===== src/sv/brv_pkg.sv =====
// ----------------------------------------------------------------------------
// brv_pkg: shared types and constants of the bitmap row run vectorizer
// command codes, field widths and the record passed from front to back
// ----------------------------------------------------------------------------
package brv_pkg;

	localparam int unsigned PIX_W         = 8;
	localparam int unsigned ROW_W         = 14;
	localparam int unsigned AMT_W         = 13;
	localparam int unsigned EVT_W         = PIX_W + 1;
	localparam int unsigned IDX_W         = 4;
	localparam int unsigned MAX_ROW_BYTES = 512;
	localparam int unsigned QUEUE_DEPTH   = 2;

	typedef enum logic [1:0] {
		CMD_ABS_MOVE = 2'd0,
		CMD_REL_MOVE = 2'd1,
		CMD_REL_DRAW = 2'd2
	} cmd_t;

	// one classified byte: edge events, pixels in column order, first column
	typedef struct packed {
		logic [EVT_W-1:0] events;
		logic [PIX_W-1:0] ink;
		logic [AMT_W-1:0] base;
		logic [ROW_W-1:0] row;
		logic             at_end;
	} byte_rec_t;

	// one vector command
	typedef struct packed {
		cmd_t             command;
		logic [AMT_W-1:0] amount;
		logic [ROW_W-1:0] row;
		logic             last;
	} result_t;

endpackage


===== src/sv/brv_fifo.sv =====
// ----------------------------------------------------------------------------
// brv_fifo: small register queue
// first-in first-out store with the head shown combinationally
// ----------------------------------------------------------------------------
module brv_fifo
	import brv_pkg::*;
#(
	parameter type         T     = byte_rec_t,
	parameter int unsigned DEPTH = QUEUE_DEPTH
) (
	input  logic clk,
	input  logic arst_n,
	input  logic wr_en,
	input  T     din,
	input  logic rd_en,
	output T     dout,
	output logic full,
	output logic empty
);

	localparam int unsigned PTR_W = (DEPTH > 1) ? $clog2(DEPTH) : 1;
	localparam int unsigned CNT_W = $clog2(DEPTH + 1);

	T                   entry_q [DEPTH];
	logic [PTR_W-1:0]   wr_ptr_q;
	logic [PTR_W-1:0]   rd_ptr_q;
	logic [CNT_W-1:0]   count_q;
	logic               do_wr;
	logic               do_rd;

	assign full  = (count_q == CNT_W'(DEPTH));
	assign empty = (count_q == '0);
	assign do_wr = wr_en && !full;
	assign do_rd = rd_en && !empty;
	assign dout  = entry_q[rd_ptr_q];

	// entry storage
	always_ff @(posedge clk) begin
		if (do_wr) begin
			entry_q[wr_ptr_q] <= din;
		end
	end

	// pointers and fill count
	always_ff @(posedge clk or negedge arst_n) begin
		if (!arst_n) begin
			wr_ptr_q <= '0;
			rd_ptr_q <= '0;
			count_q  <= '0;
		end else begin
			if (do_wr) begin
				wr_ptr_q <= (wr_ptr_q == PTR_W'(DEPTH - 1)) ? '0 : wr_ptr_q + 1'b1;
			end
			if (do_rd) begin
				rd_ptr_q <= (rd_ptr_q == PTR_W'(DEPTH - 1)) ? '0 : rd_ptr_q + 1'b1;
			end
			if (do_wr && !do_rd) begin
				count_q <= count_q + 1'b1;
			end else if (!do_wr && do_rd) begin
				count_q <= count_q - 1'b1;
			end
		end
	end

	// checks
	a_no_write_when_full: assert property (@(posedge clk) disable iff (!arst_n)
		!(wr_en && full))
		else $error("write to a full queue");

	a_not_full_and_empty: assert property (@(posedge clk) disable iff (!arst_n)
		!(full && empty))
		else $error("queue flagged full and empty at once");

	a_count_bounded: assert property (@(posedge clk) disable iff (!arst_n)
		count_q <= CNT_W'(DEPTH))
		else $error("queue count beyond depth");

endmodule


===== src/sv/brv_front.sv =====
// ----------------------------------------------------------------------------
// brv_front: byte classifier
// tracks the column and open run, marks every run edge of an accepted byte
// ----------------------------------------------------------------------------
module brv_front
	import brv_pkg::*;
#(
	parameter int unsigned MAX_ROW_BYTES = brv_pkg::MAX_ROW_BYTES
) (
	input  logic             clk,
	input  logic             arst_n,
	input  logic             accept,
	input  logic [PIX_W-1:0] pixel_byte,
	input  logic [ROW_W-1:0] row_number,
	input  logic             row_end,
	output byte_rec_t        rec
);

	localparam int unsigned COL_W = (MAX_ROW_BYTES > 1) ? $clog2(MAX_ROW_BYTES) : 1;

	logic [COL_W-1:0] byte_col_q;
	logic             inside_q;
	logic [PIX_W-1:0] ink;
	logic             at_end;
	logic [COL_W+2:0] col_wide;

	// pixels in column order, leftmost first
	always_comb begin
		for (int i = 0; i < PIX_W; i++) begin
			ink[i] = pixel_byte[PIX_W-1-i];
		end
	end

	assign at_end   = row_end || (byte_col_q == COL_W'(MAX_ROW_BYTES - 1));
	assign col_wide = {byte_col_q, 3'b000};

	// edge events, plus a close at the row end
	always_comb begin
		rec.events[0] = ink[0] ^ inside_q;
		for (int i = 1; i < PIX_W; i++) begin
			rec.events[i] = ink[i] ^ ink[i-1];
		end
		rec.events[PIX_W] = at_end && ink[PIX_W-1];
		rec.ink    = ink;
		rec.base   = AMT_W'(col_wide);
		rec.row    = row_number;
		rec.at_end = at_end;
	end

	// row position and run state
	always_ff @(posedge clk or negedge arst_n) begin
		if (!arst_n) begin
			byte_col_q <= '0;
			inside_q   <= 1'b0;
		end else if (accept) begin
			if (at_end) begin
				byte_col_q <= '0;
				inside_q   <= 1'b0;
			end else begin
				byte_col_q <= byte_col_q + 1'b1;
				inside_q   <= ink[PIX_W-1];
			end
		end
	end

	// checks
	a_row_restart: assert property (@(posedge clk) disable iff (!arst_n)
		accept && at_end |=> byte_col_q == '0 && !inside_q)
		else $error("row state not cleared after row end");

endmodule


===== src/sv/brv_back.sv =====
// ----------------------------------------------------------------------------
// brv_back: command emitter
// walks the edge events of the head record; while the result queue has room, one vector command per cycle
// ----------------------------------------------------------------------------
module brv_back
	import brv_pkg::*;
(
	input  logic      clk,
	input  logic      arst_n,
	input  byte_rec_t head,
	input  logic      head_valid,
	output logic      head_rd,
	input  logic      out_full,
	output logic      out_wr,
	output result_t   res
);

	logic [EVT_W-1:0] done_q;
	logic [AMT_W-1:0] eol_q;
	logic             first_q;

	logic [EVT_W-1:0] remain;
	logic [EVT_W-1:0] pick;
	logic [IDX_W-1:0] idx;
	logic             only_one;
	logic             is_move;
	logic [AMT_W-1:0] col;

	assign remain   = head.events & ~done_q;
	assign pick     = remain & (~remain + 1'b1);
	assign only_one = (remain & (remain - 1'b1)) == '0;

	// lowest pending event
	always_comb begin
		idx = '0;
		for (int i = EVT_W - 1; i >= 0; i--) begin
			if (remain[i]) begin
				idx = IDX_W'(i);
			end
		end
	end

	assign is_move = (idx < IDX_W'(PIX_W)) && head.ink[idx[2:0]];
	assign col     = head.base + AMT_W'(idx);

	// handshake with both queues
	always_comb begin
		if (remain == '0) begin
			out_wr  = 1'b0;
			head_rd = head_valid;
		end else begin
			out_wr  = head_valid && !out_full;
			head_rd = head_valid && !out_full && only_one;
		end
	end

	// result fields
	always_comb begin
		if (!is_move) begin
			res.command = CMD_REL_DRAW;
		end else if (first_q) begin
			res.command = CMD_ABS_MOVE;
		end else begin
			res.command = CMD_REL_MOVE;
		end
		res.amount = (is_move && first_q) ? col : col - eol_q;
		res.row    = head.row;
		res.last   = only_one;
	end

	// progress through the record and run end tracking
	always_ff @(posedge clk or negedge arst_n) begin
		if (!arst_n) begin
			done_q  <= '0;
			eol_q   <= '0;
			first_q <= 1'b1;
		end else begin
			if (head_rd) begin
				done_q <= '0;
			end else if (out_wr) begin
				done_q <= done_q | pick;
			end
			if (head_rd && head.at_end) begin
				eol_q   <= '0;
				first_q <= 1'b1;
			end else if (out_wr) begin
				eol_q <= col;
				if (is_move) begin
					first_q <= 1'b0;
				end
			end
		end
	end

	// checks
	a_single_pick: assert property (@(posedge clk) disable iff (!arst_n)
		out_wr |-> $onehot(pick) && !out_full)
		else $error("emit without a single pending event or space");

	a_abs_only_first: assert property (@(posedge clk) disable iff (!arst_n)
		out_wr && res.command == CMD_ABS_MOVE |=> !first_q || $past(head_rd && head.at_end))
		else $error("absolute move did not end the first run state");

endmodule


===== src/sv/bitmap_row_run_vectorizer.sv =====
// The first result of a byte passes through the record queue and then the result queue
// before it reaches the result ports.
// The front takes one byte per cycle while the back end keeps up. The back end gives one
// command per cycle while the result queue has room, and holds a byte until its last result is out.
// Two-entry queues sit between front and back and on the result side.
// Reset: asynchronous, active low; clears both queues and starts a fresh row.
// ----------------------------------------------------------------------------
// bitmap_row_run_vectorizer: top level
// turns runs of set pixels in a bitmap row into move and draw commands
// ----------------------------------------------------------------------------
module bitmap_row_run_vectorizer
	import brv_pkg::*;
#(
	parameter int unsigned MAX_ROW_BYTES = brv_pkg::MAX_ROW_BYTES
) (
	input  logic             clk,
	input  logic             arst_n,
	input  logic             push,
	output logic             full,
	input  logic [PIX_W-1:0] pixel_byte,
	input  logic [ROW_W-1:0] row_number,
	input  logic             row_end,
	output logic             empty,
	input  logic             pop,
	output logic [1:0]       command,
	output logic [AMT_W-1:0] amount,
	output logic [ROW_W-1:0] row_out,
	output logic             last
);

	byte_rec_t rec;
	byte_rec_t head;
	logic      accept;
	logic      mid_empty;
	logic      head_rd;
	logic      out_wr;
	logic      out_full;
	result_t   res;
	result_t   res_head;

	assign accept = push && !full;

	// front: classify accepted bytes
	brv_front #(
		.MAX_ROW_BYTES(MAX_ROW_BYTES)
	) u_front (
		.clk       (clk),
		.arst_n    (arst_n),
		.accept    (accept),
		.pixel_byte(pixel_byte),
		.row_number(row_number),
		.row_end   (row_end),
		.rec       (rec)
	);

	// record queue between front and back
	brv_fifo #(
		.T    (byte_rec_t),
		.DEPTH(QUEUE_DEPTH)
	) u_mid_q (
		.clk   (clk),
		.arst_n(arst_n),
		.wr_en (accept),
		.din   (rec),
		.rd_en (head_rd),
		.dout  (head),
		.full  (full),
		.empty (mid_empty)
	);

	// back: emit commands
	brv_back u_back (
		.clk       (clk),
		.arst_n    (arst_n),
		.head      (head),
		.head_valid(!mid_empty),
		.head_rd   (head_rd),
		.out_full  (out_full),
		.out_wr    (out_wr),
		.res       (res)
	);

	// result queue
	brv_fifo #(
		.T    (result_t),
		.DEPTH(QUEUE_DEPTH)
	) u_out_q (
		.clk   (clk),
		.arst_n(arst_n),
		.wr_en (out_wr),
		.din   (res),
		.rd_en (pop),
		.dout  (res_head),
		.full  (out_full),
		.empty (empty)
	);

	assign command = res_head.command;
	assign amount  = res_head.amount;
	assign row_out = res_head.row;
	assign last    = res_head.last;

endmodule

===== config.mk =====
export PLATFORM = sky130hd
export DESIGN_NAME = bitmap_row_run_vectorizer
export DESIGN_NICKNAME = d
export VERILOG_FILES = /design/src/sv/brv_pkg.sv /design/src/sv/brv_fifo.sv /design/src/sv/brv_front.sv /design/src/sv/brv_back.sv /design/src/sv/bitmap_row_run_vectorizer.sv
export SDC_FILE = /design/constraint.sdc
export NUM_CORES = 1
export LEC_CHECK = 0
export BUFFER_PORTS_ARGS = -buffer_cell sky130_fd_sc_hd__buf_2
export CORE_MARGIN = 2
export CORE_UTILIZATION = 45
export CTS_BUF_LIST = sky130_fd_sc_hd__clkbuf_16
export CTS_CLUSTER_DIAMETER = 40
export DETAILED_ROUTE_END_ITERATION = 7
export GPL_ROUTABILITY_DRIVEN = 0
export PLACE_DENSITY = 0.65
export SLEW_MARGIN = 20
export SYNTH_ARGS = -nofsm -noshare
export SYNTH_HDL_FRONTEND = slang
export SYNTH_SLANG_ARGS = --single-unit

===== constraint.sdc =====
create_clock -name clk -period 8.65 [get_ports clk]
set_input_delay 1.73 -clock clk [delete_from_list [all_inputs] [get_ports clk]]
set_output_delay 1.73 -clock clk [all_outputs]
set_load 0.05 [all_outputs]

==> out/qor.tcl, run 1 <==
set qor(placeableCoreArea_um2) 17800
set qor(clk_latency_ns) 0.43
set qor(worst-path-buf-inv) 0
set qor(synthDominantAreaCellType) {sky130_fd_sc_hd__edfxtp_1}
set qor(synth_edf_count) 142
set qor(numCtsBuffers) 17
set qor(port-buffer-count) 58
set qor(post_synth.cell_area_avg_um2) 13.8
set qor(final.hold.worst_slack_ns) 0.498
set qor(die_width_um) 138
set qor(hold_path.class) {reg -> reg}
set qor(worstPathMaxFanout) 49
set qor(flow.area_growth_from_synthesis_pct) 14.0
set qor(floorplan.rows) 49
set qor(worstSetupPathType) {reg -> reg}
set qor(postRouteWirelength_um) 14400
set qor(num_vias) 4697
set qor(synthesis.nets) 636
set qor(antenna_found_initial) 0
set qor(cp-end-kind) {flip-flop}
set qor(slew_headroom) 0.268
set qor(boundaryPins) 59
set qor(synth_seq_cells) 183
set qor(drt_pre_antenna_iters) 5
set qor(pin_count_of_the_biggest_net_entering_global_routing) 50
set qor(post-cts-setup-buffer-count) 0
set qor(clock_sink_count) 183
set qor(synthCells) 590
set qor(clk_path_buf_depth) 2
set qor(critical_path_data_required_time_ns) 8.82
set qor(synth_top_area_share) 0.525
set qor(dominantRegCellSynth) {sky130_fd_sc_hd__edfxtp_1}
set qor(critical_path.top_delay_family) {compound AO/OA/AOI/OAI gates}
set qor(yosys_warnings) 0
set qor(tightest_slew_ns) 1.10
set qor(final_layout_size_suffix_gt1_frac) 0.241
set qor(final.period_utilization) 0.569
set qor(drt_iter0_markers) 319
set qor(antenna_cells) 0
set qor(crit_arrival_ns) 5.10
set qor(cts_hold_buf) 0
set qor(drt_drc_violations_left) 0
set qor(finalClockSkew_ns) 0.0103
set qor(crit_path_start_kind) {flip-flop}
set qor(synth.top_cells.by_area) {sky130_fd_sc_hd__edfxtp_1 53%, sky130_fd_sc_hd__dfrtp_1 12%, sky130_fd_sc_hd__mux2_2 6.7%}
set qor(cts.root.buffer_cell) {sky130_fd_sc_hd__clkbuf_16}
set qor(final.min_clock_period_ns) 4.92
set qor(post_cts_resize_count) 0
set qor(rsz_0062_raised_after_global_routing) {false}
set qor(post_dr_wirelength_cell_um) 16.1
set qor(grt_pass1_vias) 4814
set qor(final_max_slew_viols) 0
set qor(design.die.area_um2) 19100
set qor(synth.lib_cells_used.distinct) 56
set qor(clock_tree_from_tritoncts) {done}
set qor(track_usage) 0.159
set qor(dieHeight_um) 138
set qor(grt_overflow_total) 0
set qor(postRouteAntennaNets) 0
set qor(mappedNetlistArea_um2) 8120
set qor(post_detailed_route_via_to_cell_ratio) 5.24
set qor(cts_max_level) 4
set qor(critical_path.cell_chain) {mux2i_2 -> o22ai_2 -> nor3_1 -> nand2_1 -> nor3_1 -> ha_1 -> ha_1 -> ha_1 -> o21a_1 -> o31a_1 -> o211ai_1 -> a21boi_0 -> o31a_1 -> o41ai_1 -> xor2_1 -> nand2_1 -> xnor2_1}
set qor(max_freq_mhz) 203
set qor(sequential_area_share_after_synthesis) 0.652
set qor(nets) 701
set qor(status) {finished clean}
set qor(asyncSetResetFlopFracSynth) 0.224
set qor(grt_first_pass_wirelength_um) 24200
set qor(hold_violations_final) 0
set qor(crit_path_frequent_cell) {sky130_fd_sc_hd__ha_1}
set qor(maxCapViolCount) 0
set qor(timing.critical_path.slowest_cell_delay_ns) 0.87
set qor(crit_slowest_cell) {sky130_fd_sc_hd__dfrtp_4}
set qor(place.detailed.hpwl_um) 9620
set qor(fin_tns_setup_ns) 0
set qor(path_clk_slew_ns) 0.07
set qor(setup-violations-final) 0
set qor(floorplan.initialDensity) 0.455
-- final cells by class --
class,count,area (um2)
tap,229,287
clock buffer,17,425
fill,1512,8590
inverter,23,86.3
timing repair buffer,62,323
clock inverter,15,165
multi-input combinational,368,2670
sequential,183,5300
-- cells in the mapped netlist, drive strengths merged (4+ instances only) --
library cell	number
xnor2	11
nand2	44
or2	5
dfrtp	40
nand3	9
clkbuf	7
edfxtp	142
ha	18
buf	9
nand2b	4
mux2	50
inv	22
nor3	6
a21oi	41
mux2i	18
xor2	26
and2	5
nor2b	9
nor2	55
o21ai	16
-- tightest hold or removal path: stages (launching register included) --
cell                      delay (ns)
sky130_fd_sc_hd__dfrtp_1        0.36
sky130_fd_sc_hd__nand2_1        0.06
sky130_fd_sc_hd__nand2_1        0.05
-- flip-flops by register name, indices dropped and copies added, names as in the netlist, 2 cells and up --
name                flops
u_front.byte_col_q      9
u_out_q.count_q         2
u_mid_q.count_q         2
u_back.eol_q           13
u_back.done_q           9
u_out_q.entry_q        60
u_mid_q.entry_q        82
-- per-layer routing --
layer,track usage,vias up,share of wire
met3,0.0353,21,0.043
met5,0,-,0
li1,-,2306,-
met4,0.0618,0,0.018
met1,0.210,2271,0.47
met2,0.258,99,0.47
-- metrics by stage --
step	cells	utilization	area (um2)	worst slack, ns
after CTS	897	0.518	9240	3.46
after detailed placement	865	0.485	8650	3.46
after floorplan	590	-	8120	4.31
after global placement	865	0.485	8650	3.57
after global routing	897	0.519	9250	3.38
final	897	0.519	9250	3.73
-- layout by cell type (no fill, tap or decap), drive strengths merged, types with 26 or more instances in the layout --
master,instances
a21oi,41
buf,62
dfrtp,40
edfxtp,142
inv,30
mux2,50
nand2,44
nor2,55
xor2,26
-- path summary, 6_finish.rpt --
kind / from / to / slack [ns] / cells past startpoint
max reg2reg: u_mid_q.rd_ptr_q$_DFFE_PN0P_ / u_out_q.entry_q[0][27]$_DFFE_PP_ / 3.73 / 17
max: u_mid_q.rd_ptr_q$_DFFE_PN0P_ / u_out_q.entry_q[0][27]$_DFFE_PP_ / 3.73 / 17
min: u_front.inside_q$_DFFE_PN0P_ / u_front.inside_q$_DFFE_PN0P_ / 0.50 / 2
min in group asynchronous: arst_n / u_front.byte_col_q[8]$_DFFE_PN0P_ / 1.30 / 1
min reg2reg: u_front.inside_q$_DFFE_PN0P_ / u_front.inside_q$_DFFE_PN0P_ / 0.50 / 2
max in group asynchronous: arst_n / u_mid_q.rd_ptr_q$_DFFE_PN0P_ / 6.90 / 1
-- cell families after synthesis --
family / Yosys count / synth area share
multiplexers: 70 / 0.0980
buffers and inverters: 39 / 0.0210
AND/OR/NAND/NOR: 146 / 0.0811
AO/OA/AOI/OAI: 94 / 0.0754
XOR/XNOR: 37 / 0.0399
flip-flops: 183 / 0.652
adder cells (fa/ha/maj): 21 / 0.0327
Power of run 1 is not shown: default switching activity piles up to over one toggle a cycle in this logic, so the estimate is an artifact.
==> run 2: changes to the inputs <==
--- a/config.mk
+++ b/config.mk
@@ -12,7 +12,7 @@
 export CTS_CLUSTER_DIAMETER = 40
 export DETAILED_ROUTE_END_ITERATION = 7
 export GPL_ROUTABILITY_DRIVEN = 0
-export PLACE_DENSITY = 0.65
+export PLACE_DENSITY = 0.68
 export SLEW_MARGIN = 20
 export SYNTH_ARGS = -nofsm -noshare
 export SYNTH_HDL_FRONTEND = slang
==> constraint.sdc (replaced) <==
create_clock -name clk -period 4.4 [get_ports clk]
set_input_delay 0.88 -clock clk [delete_from_list [all_inputs] [get_ports clk]]
set_output_delay 0.88 -clock clk [all_outputs]
set_load 0.05 [all_outputs]
==> run 2 against run 1 <==
  * Flip-flop and latch count is the same
  * Fmax grew 20%
  * Largest cell class unchanged
  * Non-clock buffer count increased by 12
  * First-iteration DRC count is 5.3% higher
  * Design area grew 0.81%
  * Sequential share of layout area is 0.49 points lower
  * Clock-buffer cell count stayed put
  * Critical path depth decreased by 1
==> out/qor.tcl, run 2 (synthesis gave the netlist of run 1 again) <==
set qor(die_width_um) 138
set qor(numCtsBuffers) 17
set qor(cp.depth) 16
set qor(worstSetupPathType) {reg -> reg}
set qor(final_max_slew_viols) 0
set qor(critical_path_data_required_time_ns) 4.58
set qor(crit_arrival_ns) 4.28
set qor(post-cts-setup-buffer-count) 0
set qor(fillers) 1493
set qor(largest_register) {u_mid_q.entry_q}
set qor(dieHeight_um) 138
set qor(timing.critical_path.slowest_cell_delay_ns) 0.45
set qor(final.min_clock_period_ns) 4.10
set qor(cts.root.buffer_cell) {sky130_fd_sc_hd__clkbuf_16}
set qor(seqCellArea_um2) 5290
set qor(leading_cell_type_in_the_layout_fill_and_taps_excluded) {sky130_fd_sc_hd__edfxtp_1}
set qor(cp-end-kind) {flip-flop}
set qor(min_to) {u_mid_q.count_q[1]$_DFFE_PN0P_}
set qor(critical_path.top_delay_family) {compound AO/OA/AOI/OAI gates}
set qor(grt_overflow_total) 0
set qor(port-buffer-count) 58
set qor(clock_tree_from_tritoncts) {done}
set qor(max_freq_mhz) 244
set qor(crit_path_frequent_cell) {sky130_fd_sc_hd__ha_1}
set qor(maxCapViolCount) 0
set qor(cts_max_level) 4
set qor(flow.area_growth_from_synthesis_pct) 14.9
set qor(path_depth_of_the_worst_reg2reg_path) 16
set qor(rr_startpoint) {u_mid_q.rd_ptr_q$_DFFE_PN0P_}
set qor(design.die.area_um2) 19100
set qor(final.period_utilization) 0.933
set qor(fin_tns_setup_ns) 0
set qor(multiInputGateArea_um2) 2690
set qor(place.detailed.hpwl_um) 10000
set qor(clk_path_buf_depth) 2
set qor(placeableCoreArea_um2) 17800
set qor(finalClockSkew_ns) 0.00853
set qor(path_clk_slew_ns) 0.07
set qor(floorplan.initialDensity) 0.455
set qor(worstPathMaxFanout) 6
set qor(layout.cells.most_common_list) {142 x sky130_fd_sc_hd__edfxtp_1, 58 x sky130_fd_sc_hd__buf_2, 53 x sky130_fd_sc_hd__nor2_1, 48 x sky130_fd_sc_hd__mux2_2, 44 x sky130_fd_sc_hd__nand2_1}
set qor(drt_drc_violations_left) 0
set qor(drt_iter0_markers) 336
set qor(pin_count_of_the_biggest_net_entering_global_routing) 42
set qor(tightest_slew_ns) 0.823
set qor(critical_path.cell_chain) {mux2_2 -> and2_1 -> or2_2 -> nor3_2 -> ha_1 -> ha_1 -> ha_1 -> o21a_1 -> o31a_1 -> o211ai_1 -> a21boi_0 -> o31a_1 -> o41ai_2 -> xor2_1 -> nand2_1 -> xnor2_1}
set qor(crit_slowest_cell) {sky130_fd_sc_hd__dfrtp_2}
set qor(track_usage) 0.159
set qor(crit_path_start_kind) {flip-flop}
set qor(reg2reg_to) {u_out_q.entry_q[1][27]$_DFFE_PP_}
set qor(grt_first_pass_wirelength_um) 24100
set qor(clk_latency_ns) 0.43
set qor(grt_pass1_vias) 4877
set qor(postRouteAntennaNets) 0
set qor(timing.reg2reg.setup_slack_ns) 0.30
set qor(drt_pre_antenna_iters) 5
set qor(hold_violations_final) 0
set qor(clock_sink_count) 183
set qor(num_vias) 4763
set qor(setup-violations-final) 0
set qor(number_of_flip_flops_under_the_largest_register_name) 82
set qor(antenna_cells) 0
set qor(status) {finished clean}
set qor(postRouteWirelength_um) 14700
set qor(nets) 713
set qor(hold_start) {u_mid_q.count_q[1]$_DFFE_PN0P_}
set qor(slew_headroom) 0.450
set qor(boundaryPins) 59
set qor(post_dr_wirelength_cell_um) 16.2
set qor(antenna_found_initial) 0
set qor(hold_path.class) {reg -> reg}
set qor(worst-path-buf-inv) 0
set qor(post_detailed_route_via_to_cell_ratio) 5.25
set qor(worstHoldPathCells) 1
set qor(reg_top3) {u_mid_q.entry_q: 82 flops, u_out_q.entry_q: 60 flops, u_back.eol_q: 13 flops}
set qor(final_layout_size_suffix_gt1_frac) 0.261
set qor(floorplan.rows) 49
run 2: stage by stage:
stage	worst slack, ns	hold WS, ns	cell area, um2	instances	util
after detailed placement	0.127	0.490	8740	877	0.490
final	0.297	0.497	9330	908	0.523
after floorplan	0.0583	0.459	8120	590	-
after global placement	0.162	0.481	8740	877	0.490
after global routing	-0.0132	0.523	9330	908	0.523
after CTS	0.0814	0.506	9300	908	0.521
run 2: layout make-up:
class / count / area share
flip-flops and latches: 183 / 0.567
clock inverters: 14 / 0.0140
inverters: 23 / 0.00926
clock buffers: 17 / 0.0456
repair buffers: 74 / 0.0444
well taps: 229 / 0.0307
multi-input cells: 368 / 0.289
run 2: layer usage:
layer | global-route usage | up-vias | part of all wire | routed length, um
li1 | - | 2325 | - | -
met1 | 0.206 | 2304 | 0.46 | 6750
met2 | 0.258 | 118 | 0.48 | 7120
met3 | 0.0391 | 16 | 0.042 | 612
met4 | 0.0644 | 0 | 0.015 | 218
met5 | 0 | - | 0 | 0
run 2: how the worst max path moves through the flow:
stage                                 startpoint                          endpoint  slack [ns]
floorplan           u_mid_q.rd_ptr_q$_DFFE_PN0P_  u_out_q.entry_q[0][27]$_DFFE_PP_        0.06
global placement    u_mid_q.rd_ptr_q$_DFFE_PN0P_  u_out_q.entry_q[0][27]$_DFFE_PP_        0.16
detailed placement  u_mid_q.rd_ptr_q$_DFFE_PN0P_  u_out_q.entry_q[1][27]$_DFFE_PP_        0.13
CTS                 u_mid_q.rd_ptr_q$_DFFE_PN0P_  u_out_q.entry_q[1][27]$_DFFE_PP_        0.08
global route        u_mid_q.rd_ptr_q$_DFFE_PN0P_  u_out_q.entry_q[0][27]$_DFFE_PP_       -0.01
finish              u_mid_q.rd_ptr_q$_DFFE_PN0P_  u_out_q.entry_q[1][27]$_DFFE_PP_        0.30
run 2: timing repair:
action / CTS / global route
hold buffers: 0 / 0
endpoints found under the hold margin: 0 / 0
resized for setup: 0 / 5
endpoints found under the setup margin: 0 / 6
Power of run 2 is left out for the same reason.
